===== src/replica_health_table_unit_defines.svh =====
// ---------------------------------------------------------------------------
// Replica health table assertion macros
// Shared concurrent assertion forms for the replica health table unit.
// ---------------------------------------------------------------------------
`ifndef REPLICA_HEALTH_TABLE_UNIT_DEFINES_SVH
`define REPLICA_HEALTH_TABLE_UNIT_DEFINES_SVH

// same-cycle implication, checked out of reset
`define RHT_ASSERT_SAME(label, clk, rst, ante, cons) \
   label: assert property (@(posedge clk) disable iff (rst) (ante) |-> (cons)) \
      else $error("replica health table assertion failed");

// next-cycle implication, checked out of reset
`define RHT_ASSERT_NEXT(label, clk, rst, ante, cons) \
   label: assert property (@(posedge clk) disable iff (rst) (ante) |=> (cons)) \
      else $error("replica health table assertion failed");

`endif


===== src/rht_pkg.sv =====
// ---------------------------------------------------------------------------
// Replica health table package
// Codes, state type and controller/datapath interface structs.
// ---------------------------------------------------------------------------
package rht_pkg;

   localparam int SlotsDefault = 8;

   typedef enum logic [2:0] {
      MODE_ADD     = 3'd0,
      MODE_REMOVE  = 3'd1,
      MODE_REPL    = 3'd2,
      MODE_BEAT    = 3'd3,
      MODE_SWEEP   = 3'd4,
      MODE_BEST    = 3'd5,
      MODE_PROMOTE = 3'd6,
      MODE_QUERY   = 3'd7
   } mode_type;

   typedef enum logic [1:0] {
      HEALTH_ACTIVE       = 2'd0,
      HEALTH_CATCHING     = 2'd1,
      HEALTH_STALE        = 2'd2,
      HEALTH_DISCONNECTED = 2'd3
   } health_type;

   localparam logic [1:0] CSR_MAX_MEMBERS = 2'd0;
   localparam logic [1:0] CSR_STALENESS   = 2'd1;
   localparam logic [1:0] CSR_CATCHUP     = 2'd2;

   typedef enum logic [1:0] {
      ST_IDLE,
      ST_WALK,
      ST_APPLY
   } state_type;

   typedef struct packed {
      logic load;   // latch the word and clear the walk results
      logic rd_en;  // read one slot at the walk address
      logic apply;  // commit the operation and load the result register
   } cmd_type;

   typedef struct packed {
      logic out_hold; // result register full and not being taken
   } status_type;

endpackage


===== src/rht_ctrl.sv =====
// ---------------------------------------------------------------------------
// Replica health table controller
// Sequences load, slot walk, pipeline drain and commit for one word.
// ---------------------------------------------------------------------------
module rht_ctrl
   import rht_pkg::*;
#(
   parameter int SLOTS = SlotsDefault
) (
   input  logic                     clock,
   input  logic                     reset,
   input  logic                     req_tvalid,
   output logic                     req_tready,
   input  status_type               status,
   output cmd_type                  cmd,
   output logic [$clog2(SLOTS)-1:0] rd_addr
);

   localparam int AW = $clog2(SLOTS);
   localparam int CW = $clog2(SLOTS + 2);

   state_type     state_ff, state_in;
   logic [CW-1:0] cnt_ff, cnt_in;

   always_ff @(posedge clock) begin
      if (reset) begin
         state_ff <= ST_IDLE;
         cnt_ff   <= '0;
      end else begin
         state_ff <= state_in;
         cnt_ff   <= cnt_in;
      end
   end

   assign rd_addr = cnt_ff[AW-1:0];

   always_comb begin
      state_in   = state_ff;
      cnt_in     = cnt_ff;
      cmd        = '0;
      req_tready = 1'b0;
      unique case (state_ff)
         ST_IDLE: begin
            req_tready = 1'b1;
            cnt_in     = '0;
            if (req_tvalid) begin
               cmd.load = 1'b1;
               state_in = ST_WALK;
            end
         end
         ST_WALK: begin
            cmd.rd_en = (cnt_ff < CW'(SLOTS));
            cnt_in    = cnt_ff + CW'(1);
            // drain the compare pipeline after the last read
            if (cnt_ff == CW'(SLOTS + 1)) begin
               state_in = ST_APPLY;
            end
         end
         ST_APPLY: begin
            if (!status.out_hold) begin
               cmd.apply = 1'b1;
               state_in  = ST_IDLE;
            end
         end
         default: state_in = ST_IDLE;
      endcase
   end

endmodule


===== src/rht_datapath.sv =====
// ---------------------------------------------------------------------------
// Replica health table datapath
// Slot storage, walk pipeline, accumulators, commit and result register.
// ---------------------------------------------------------------------------
module rht_datapath
   import rht_pkg::*;
#(
   parameter int SLOTS = SlotsDefault
) (
   input  logic                     clock,
   input  logic                     reset,
   input  cmd_type                  cmd,
   input  logic [$clog2(SLOTS)-1:0] rd_addr,
   output status_type               status,
   input  logic [2:0]               req_mode,
   input  logic [15:0]              req_node_id,
   input  logic [63:0]              req_index_value,
   input  logic [63:0]              req_now_us,
   input  logic                     csr_we,
   input  logic [1:0]               csr_index,
   input  logic [31:0]              csr_wdata,
   output logic                     rsp_tvalid,
   input  logic                     rsp_tready,
   output logic [87:0]              rsp_tdata
);

   localparam int AW = $clog2(SLOTS);

   // configuration
   logic [3:0]  max_ff;
   logic [31:0] stale_ff, catch_ff;

   always_ff @(posedge clock) begin
      if (reset) begin
         max_ff   <= 4'd8;
         stale_ff <= 32'd1000000;
         catch_ff <= 32'd100;
      end else if (csr_we) begin
         unique case (csr_index)
            CSR_MAX_MEMBERS: max_ff   <= csr_wdata[3:0];
            CSR_STALENESS:   stale_ff <= csr_wdata;
            CSR_CATCHUP:     catch_ff <= csr_wdata;
            default: ;
         endcase
      end
   end

   // latched word
   mode_type    mode_ff;
   logic [15:0] node_ff;
   logic [63:0] idx_ff, now_ff;

   always_ff @(posedge clock) begin
      if (cmd.load) begin
         mode_ff <= mode_type'(req_mode);
         node_ff <= req_node_id;
         idx_ff  <= req_index_value;
         now_ff  <= req_now_us;
      end
   end

   // slot storage
   logic [15:0] mem_node   [SLOTS];
   logic [63:0] mem_ridx   [SLOTS];
   logic [63:0] mem_rtime  [SLOTS];
   logic [63:0] mem_btime  [SLOTS];
   logic [1:0]  mem_health [SLOTS];
   logic [SLOTS-1:0] used_ff, used_in;
   logic [3:0]  count_ff, count_in;

   logic [15:0] rd_node_ff;
   logic [63:0] rd_ridx_ff, rd_rtime_ff, rd_btime_ff;
   logic [1:0]  rd_health_ff;

   // write port controls
   logic          node_we, ridx_we, rtime_we, btime_we, health_we;
   logic [AW-1:0] node_wa, ridx_wa, rtime_wa, btime_wa, health_wa;
   logic [63:0]   ridx_wd;
   logic [1:0]    health_wd;

   always_ff @(posedge clock) begin
      if (node_we)   mem_node[node_wa]     <= node_ff;
      if (ridx_we)   mem_ridx[ridx_wa]     <= ridx_wd;
      if (rtime_we)  mem_rtime[rtime_wa]   <= now_ff;
      if (btime_we)  mem_btime[btime_wa]   <= now_ff;
      if (health_we) mem_health[health_wa] <= health_wd;
      if (cmd.rd_en) begin
         rd_node_ff   <= mem_node[rd_addr];
         rd_ridx_ff   <= mem_ridx[rd_addr];
         rd_rtime_ff  <= mem_rtime[rd_addr];
         rd_btime_ff  <= mem_btime[rd_addr];
         rd_health_ff <= mem_health[rd_addr];
      end
   end

   // walk pipeline: read, differences, evaluate
   logic          p1_valid_ff, p2_valid_ff;
   logic [AW-1:0] p1_addr_ff, p2_addr_ff;
   logic [15:0]   p2_node_ff;
   logic [63:0]   p2_ridx_ff, p2_bdiff_ff, p2_rdiff_ff, p2_lag_ff;
   logic [1:0]    p2_health_ff;
   logic          p2_bzero_ff, p2_ahead_ff;
   logic [64:0]   lag_full;

   assign lag_full = {1'b0, idx_ff} - {1'b0, rd_ridx_ff};

   always_ff @(posedge clock) begin
      if (reset) begin
         p1_valid_ff <= 1'b0;
         p2_valid_ff <= 1'b0;
      end else begin
         p1_valid_ff <= cmd.rd_en;
         p2_valid_ff <= p1_valid_ff;
      end
      p1_addr_ff   <= rd_addr;
      p2_addr_ff   <= p1_addr_ff;
      p2_node_ff   <= rd_node_ff;
      p2_ridx_ff   <= rd_ridx_ff;
      p2_health_ff <= rd_health_ff;
      p2_bzero_ff  <= (rd_btime_ff == 64'd0);
      p2_bdiff_ff  <= now_ff - rd_btime_ff;
      p2_rdiff_ff  <= now_ff - rd_rtime_ff;
      p2_lag_ff    <= lag_full[63:0];
      p2_ahead_ff  <= lag_full[64];
   end

   // accumulators
   logic          found_ff, free_ff, best_ok_ff;
   logic [AW-1:0] found_addr_ff, free_addr_ff;
   logic [63:0]   found_ridx_ff, best_idx_ff;
   logic [1:0]    found_health_ff;
   logic [15:0]   best_node_ff;

   logic       p2_used, p2_match, p2_stale, p2_disc, p2_behind, p2_cand;
   logic [1:0] sweep_class;

   always_comb begin
      p2_used   = used_ff[p2_addr_ff];
      p2_match  = p2_valid_ff && p2_used && (node_ff != 16'd0) && (p2_node_ff == node_ff);
      p2_disc   = p2_bzero_ff || (p2_bdiff_ff > {31'd0, stale_ff, 1'b0});
      p2_stale  = p2_rdiff_ff > {32'd0, stale_ff};
      p2_behind = !p2_ahead_ff && (p2_lag_ff > {32'd0, catch_ff});
      priority if (p2_disc)   sweep_class = HEALTH_DISCONNECTED;
      else if (p2_stale)      sweep_class = HEALTH_STALE;
      else if (p2_behind)     sweep_class = HEALTH_CATCHING;
      else                    sweep_class = HEALTH_ACTIVE;
      p2_cand = p2_valid_ff && p2_used && (mode_ff == MODE_BEST) &&
                (p2_health_ff == HEALTH_ACTIVE) && !p2_stale;
   end

   always_ff @(posedge clock) begin
      if (cmd.load) begin
         found_ff   <= 1'b0;
         free_ff    <= 1'b0;
         best_ok_ff <= 1'b0;
      end else begin
         if (p2_match && !found_ff) begin
            found_ff        <= 1'b1;
            found_addr_ff   <= p2_addr_ff;
            found_ridx_ff   <= p2_ridx_ff;
            found_health_ff <= p2_health_ff;
         end
         if (p2_valid_ff && !p2_used && !free_ff) begin
            free_ff      <= 1'b1;
            free_addr_ff <= p2_addr_ff;
         end
         if (p2_cand && (!best_ok_ff || p2_ridx_ff > best_idx_ff)) begin
            best_ok_ff   <= 1'b1;
            best_node_ff <= p2_node_ff;
            best_idx_ff  <= p2_ridx_ff;
         end
      end
   end

   // commit
   logic        ok, add_go, rel_go, promo_lag_ok;
   logic [1:0]  status_val;
   logic [15:0] bnode;
   logic [63:0] bindex;
   logic [64:0] promo_full;

   assign promo_full = {1'b0, idx_ff} - {1'b0, found_ridx_ff};

   always_comb begin
      promo_lag_ok = promo_full[64] || (promo_full[63:0] <= {32'd0, catch_ff});
      add_go     = (node_ff != 16'd0) && !found_ff && (count_ff < max_ff) && free_ff;
      rel_go     = 1'b0;
      ok         = 1'b0;
      status_val = 2'd0;
      bnode      = 16'd0;
      bindex     = 64'd0;
      node_we    = 1'b0;
      ridx_we    = 1'b0;
      rtime_we   = 1'b0;
      btime_we   = 1'b0;
      health_we  = 1'b0;
      node_wa    = free_addr_ff;
      ridx_wa    = free_addr_ff;
      rtime_wa   = free_addr_ff;
      btime_wa   = free_addr_ff;
      health_wa  = free_addr_ff;
      ridx_wd    = 64'd0;
      health_wd  = HEALTH_CATCHING;
      used_in    = used_ff;
      count_in   = count_ff;
      // sweep writes each occupied slot's class as it leaves the pipeline
      if (p2_valid_ff && p2_used && mode_ff == MODE_SWEEP) begin
         health_we = 1'b1;
         health_wa = p2_addr_ff;
         health_wd = sweep_class;
      end
      if (cmd.apply) begin
         unique case (mode_ff)
            MODE_ADD: begin
               if (add_go) begin
                  ok        = 1'b1;
                  node_we   = 1'b1;
                  ridx_we   = 1'b1;
                  rtime_we  = 1'b1;
                  btime_we  = 1'b1;
                  health_we = 1'b1;
                  used_in[free_addr_ff] = 1'b1;
                  count_in  = count_ff + 4'd1;
               end
            end
            MODE_REMOVE: begin
               rel_go = found_ff;
            end
            MODE_REPL: begin
               if (found_ff) begin
                  ok       = 1'b1;
                  ridx_we  = 1'b1;
                  rtime_we = 1'b1;
                  ridx_wa  = found_addr_ff;
                  rtime_wa = found_addr_ff;
                  ridx_wd  = idx_ff;
               end
            end
            MODE_BEAT: begin
               if (found_ff) begin
                  ok       = 1'b1;
                  btime_we = 1'b1;
                  btime_wa = found_addr_ff;
               end
            end
            MODE_SWEEP: ok = 1'b1;
            MODE_BEST: begin
               ok     = best_ok_ff;
               bnode  = best_ok_ff ? best_node_ff : 16'd0;
               bindex = best_ok_ff ? best_idx_ff : 64'd0;
            end
            MODE_PROMOTE: begin
               rel_go = found_ff && promo_lag_ok;
            end
            MODE_QUERY: begin
               if (found_ff) begin
                  ok         = 1'b1;
                  status_val = found_health_ff;
               end
            end
            default: ;
         endcase
         if (rel_go) begin
            ok = 1'b1;
            used_in[found_addr_ff] = 1'b0;
            count_in = count_ff - 4'd1;
         end
      end
   end

   always_ff @(posedge clock) begin
      if (reset) begin
         used_ff  <= '0;
         count_ff <= 4'd0;
      end else begin
         used_ff  <= used_in;
         count_ff <= count_in;
      end
   end

   // result register
   logic        rsp_valid_ff;
   logic [87:0] rsp_data_ff;

   always_ff @(posedge clock) begin
      if (reset) begin
         rsp_valid_ff <= 1'b0;
      end else if (cmd.apply) begin
         rsp_valid_ff <= 1'b1;
      end else if (rsp_tready) begin
         rsp_valid_ff <= 1'b0;
      end
      if (cmd.apply) begin
         rsp_data_ff <= {1'b0, count_in, bindex, bnode, status_val, ok};
      end
   end

   assign rsp_tvalid      = rsp_valid_ff;
   assign rsp_tdata       = rsp_data_ff;
   assign status.out_hold = rsp_valid_ff && !rsp_tready;

endmodule


===== src/replica_health_table_unit.sv =====
// ---------------------------------------------------------------------------
// Replica health table unit
// Fixed table of replica slots keyed by node id, with add, remove,
// progress, heartbeat, sweep, best-for-read, promote and query operations.
// ---------------------------------------------------------------------------
//  channel  | direction | handshake           | payload
//  req_     | in        | tvalid/tready       | tuser mode, tdata node/index/time
//  rsp_     | out       | tvalid/tready       | tdata ok/status/best/count
//  csr_     | in        | we, no wait         | index, 32-bit wdata
//
//  Between one acceptance and the next, each word is loaded, the slot
//  memories are read SLOTS times, the compare pipeline drains and the word
//  commits; the result word is registered at commit. One word is in work at
//  a time.
//  Reset is synchronous, clears slot occupancy and the count, resets config.
//  A result waiting in the output register does not block the next word;
//  commit waits only while that register is full and not being taken.
// ---------------------------------------------------------------------------
`include "replica_health_table_unit_defines.svh"

module replica_health_table_unit
   import rht_pkg::*;
#(
   parameter int SLOTS = SlotsDefault
) (
   input  logic         clock,
   input  logic         reset,
   input  logic         req_tvalid,
   output logic         req_tready,
   input  logic [2:0]   req_tuser,   // mode
   input  logic [143:0] req_tdata,   // node_id, index_value, now_us
   output logic         rsp_tvalid,
   input  logic         rsp_tready,
   output logic [87:0]  rsp_tdata,   // ok, member_status, best_node, best_index, member_count
   input  logic         csr_we,
   input  logic [1:0]   csr_index,
   input  logic [31:0]  csr_wdata
);

   cmd_type                  cmd;
   status_type               status;
   logic [$clog2(SLOTS)-1:0] rd_addr;

   // sequence the walk
   rht_ctrl #(.SLOTS(SLOTS)) u_ctrl (
      .clock      (clock),
      .reset      (reset),
      .req_tvalid (req_tvalid),
      .req_tready (req_tready),
      .status     (status),
      .cmd        (cmd),
      .rd_addr    (rd_addr)
   );

   // hold slots, evaluate and commit
   rht_datapath #(.SLOTS(SLOTS)) u_datapath (
      .clock           (clock),
      .reset           (reset),
      .cmd             (cmd),
      .rd_addr         (rd_addr),
      .status          (status),
      .req_mode        (req_tuser),
      .req_node_id     (req_tdata[15:0]),
      .req_index_value (req_tdata[79:16]),
      .req_now_us      (req_tdata[143:80]),
      .csr_we          (csr_we),
      .csr_index       (csr_index),
      .csr_wdata       (csr_wdata),
      .rsp_tvalid      (rsp_tvalid),
      .rsp_tready      (rsp_tready),
      .rsp_tdata       (rsp_tdata)
   );

   // busy for the whole walk after taking a word
   `RHT_ASSERT_NEXT(a_busy_after_accept, clock, reset, req_tvalid && req_tready, !req_tready)
   // a chosen node only comes with success
   `RHT_ASSERT_SAME(a_best_implies_ok, clock, reset, rsp_tvalid && (rsp_tdata[18:3] != 16'd0), rsp_tdata[0])
   // a reported health only comes with a found slot
   `RHT_ASSERT_SAME(a_status_implies_ok, clock, reset, rsp_tvalid && (rsp_tdata[2:1] != 2'd0), rsp_tdata[0])

endmodule

===== config.mk =====
export PLATFORM = sky130hd
export DESIGN_NAME = replica_health_table_unit
export DESIGN_NICKNAME = d
export VERILOG_FILES = /design/src/rht_pkg.sv /design/src/rht_ctrl.sv /design/src/rht_datapath.sv /design/src/replica_health_table_unit.sv
export VERILOG_INCLUDE_DIRS = /design/src /design/src/src
export SDC_FILE = /design/constraint.sdc
export NUM_CORES = 2
export LEC_CHECK = 0
export ABC_AREA = 1
export ABC_CLOCK_PERIOD_IN_PS = 21100
export BUFFER_PORTS_ARGS = -buffer_cell sky130_fd_sc_hd__buf_4
export CORE_MARGIN = 2
export CORE_UTILIZATION = 63
export CTS_CLUSTER_DIAMETER = 100
export DETAILED_ROUTE_END_ITERATION = 6
export PLACE_DENSITY = 0.77
export SYNTH_ARGS = -nofsm -noshare
export SYNTH_HDL_FRONTEND = slang
export SYNTH_HIERARCHICAL = 1
export SYNTH_SLANG_ARGS = --single-unit

===== constraint.sdc =====
create_clock -name clock -period 21.1 [get_ports clock]
set_input_delay 4.22 -clock clock [delete_from_list [all_inputs] [get_ports clock]]
set_output_delay 4.22 -clock clock [all_outputs]
set_load 0.01 [all_outputs]

==> run metrics <==
status finished clean; via count 84100; Max Clk Rate 120 MHz; peak supply drop 0.105 mV; pre-CTS setup slack 12.02 ns; min-delay src u_datapath/p1_addr_ff[2]; hold path depth 0; P_int 8.96 mW; initial antenna violation count 5; pins over their slew limit 0; largest family of logic cells by synthesized area simple AND/OR/NAND/NOR gates; crit share post-route 39.6%; Lkg Pwr 49.3 nW; CTS resizes 0; Slew Limit Headroom 13.2%; Hold WS 0.328 ns; cell count after synthesis 10900; vias in the first global route 81900; Post-CTS Setup Inserts 0; RSZ-0062 raised after global routing no; CTS tree built; Logic pwr share 9.6%; FF-to-FF Start u_datapath/idx_ff[0]; clock root cell clkbuf_16; Synth Area per Inst 10.7 sq um; share of cells above drive strength 1 7.70%; ys flop type edfxtp_1; top-count cell post-synth edfxtp_1; final core utilization 71.0%; 1st-pass router iterations 6; worst path arrival time 8.88 ns; fin crit period 8.35 ns; asr flop ratio synth 0%; nets@finish 11800; top fanout value on the critical path 48; core area 183000 sq um; Adder-Cell Fraction of Synth Area 4.93%; worst-margin pin slew 1.29 ns; synthesized flop and latch total 2650; gr ovfl total 0; clk_skew 0.0673 ns; crit path kind in -> reg; area of placed instances 122000 sq um; Mapped Area 117000 sq um; Die H 434 um; Initial Util 63.6%; top-area cell type share of the netlist area 58.6%; Compound-Gate Fraction of Synth Area 10.7%; post-synth cell types 59; I/O Buffers 274; number of flops mapped to enable cells by yosys 2276; synth cell count leaders 2276 x edfxtp_1, 2069 x nor2_1, 1196 x inv_1; post-synthesis simple-gate area fraction 12.5%; YS warnings 6; H-tree lvl count 5; Reg power frac 50.5%; clock buffer depth 4; reg2reg path depth 33; DR WL/cell 25.1 um; switching portion of total power 24.3%; overall die width 434 um; post-synth top area cell edfxtp_1; GRT Overall Usage 36.4%; hold buffer count at CTS 0; Reg2Reg Capture Point u_datapath/rsp_tdata[86]; FF-to-FF setup slack 15.71 ns; mux cell area share after synthesis 0%; Setup-failing EPs final 0; Post-DRT Antenna Nets 0; routed vias/inst 6.08; clock power share 39.9%; Synth Area in XOR/XNOR 1.69%; crit path launch type primary input; global-route wire length before repair 505 mm; max_cap viols 0; Seq/Total Area, Yosys 65.0%; Net Switching 2.88 mW; Syn Nets 11500; final wirelength 346 mm; Inserted Clock Buffers 281; clock transition at the registers of the reported paths 0.06 ns; Hold EP u_datapath/p2_addr_ff[2]; Finished Cell Area 130000 sq um; # DRC 0; routability cong. 1.06; Hold WC Path Type reg -> reg; hpwl dp 232 mm; P&R area growth vs syn 11.7%; DIE AREA 189000 sq um; Worst-Skew Late Latency 0.94 ns; kind of end point of the critical path flip-flop; crit path from rsp_tready; synth top area cells edfxtp_1 59%, nor2_1 6.7%, dfxtp_1 6.4%; setup TNS 0 ns; pwr/cell area 90.9 nW/um^2; required time of the critical path 21.63 ns; final hold viol count 0; First DRT Iteration DRCs 10100; largest net degree at the start of global routing 236; clock sink total 2650; Core Rows 157; # IOs 276; final worst slack 12.75 ns
power by group through the flow:
stage | combinational (mW) | clock [mW] | sequential (mW)
floorplan | 0.727 | 0 | 6.02
finish | 1.14 | 4.72 | 5.98
global route | 1.24 | 4.95 | 5.98
global placement | 1.08 | 0 | 6.07
CTS | 1.11 | 4.76 | 5.97
detailed placement | 1.10 | 0 | 6.08
how the worst max path moves through the flow:
stage,endpoint,slack (ns),cells after the start
floorplan,u_datapath/mem_ridx[4][0],3.24,10
global placement,u_datapath/mem_rtime[3][26],12.02,10
detailed placement,u_datapath/mem_rtime[3][26],12.02,10
CTS,u_datapath/mem_rtime[3][26],12.99,10
global route,u_datapath/mem_rtime[3][26],12.62,10
finish,u_datapath/mem_rtime[3][26],12.75,12
through the flow:
| stage | power, mW | cells |
|---|---|---|
| floorplan | 6.75 | 10900 |
| detailed placement | 7.18 | 13300 |
| finish | 11.8 | 13800 |
| global route | 12.2 | 13800 |
| global placement | 7.15 | 13300 |
| CTS | 11.8 | 13800 |
sequential cells by signal, indices dropped and copies added (netlist names), 87 cells and up:
register / flops
u_datapath/mem_rtime: 512
u_datapath/mem_ridx: 512
u_datapath/mem_node: 128
u_datapath/mem_btime: 512
u_datapath/rsp_tdata: 87
critical path, stage by stage:
cell and delay, ns:
buf_4 0.08, nor2_1 0.07, nor3_2 0.16, buf_4 0.60, nand4_1 0.54, nand2_1 0.18
o21ai_0 0.13, inv_1 0.10, nand2_1 0.24, nor2_4 1.01, buf_4 0.66, buf_4 0.68
cells by family (layout without fill, tap and decap cells):
group,count (synthesis),in the layout
DFF,2650,2650
xor gates and xnor gates,225,225
other,1,3
and+or+nand+nor,3665,3665
AOI/OAI and AO/OA,2267,2267
adders and majority gates,457,457
buffers and inverters,1595,2092
cell usage in the layout (no fill, tap or decap), drive strengths merged, types with 4 or more instances in the layout:
cell and instances:
bufinv 14, o31ai 4, buf 386, o21a 25, fa 4, nand3b 16
xor2 151, o311ai 4, nand4 58, nand2 1201, o21bai 18, nor2 2085
nor3 85, a211oi 12, a21oi 507, xnor2 74, edfxtp 2276, a221oi 6
a21boi 10, o2111ai 9, clkinv 83, ha 453, o21ai 1090, clkinvlp 5
inv 1230, a21o 16, nand3 150, o221ai 10, dfxtp 374, a31oi 302
nor4 57, clkbuf 374, o22ai 212, o211ai 38
routing by layer:
| layer | GRT usage (%) | routed length, um | up-vias | part of all wire [%] |
|---|---|---|---|---|
| met5 | 0 | 0 | - | 0 |
| li1 | - | - | 38200 | - |
| met2 | 59.2 | 164000 | 4555 | 47 |
| met4 | 21.3 | 22600 | 0 | 6.5 |
| met1 | 46.5 | 128000 | 40400 | 37 |
| met3 | 5.73 | 31600 | 876 | 9.1 |
layout make-up:
type / count / area [sq um]
fill: 13000 / 53200
antenna: 2 / 5.00
timing repair buffer: 386 / 3020
sequential: 2650 / 75800
multi-input combinational: 6615 / 35000
inverter: 1222 / 4620
clock inverter: 110 / 915
clock buffer: 374 / 7780
tap: 2464 / 3080
(Power assumes the default switching activity.)
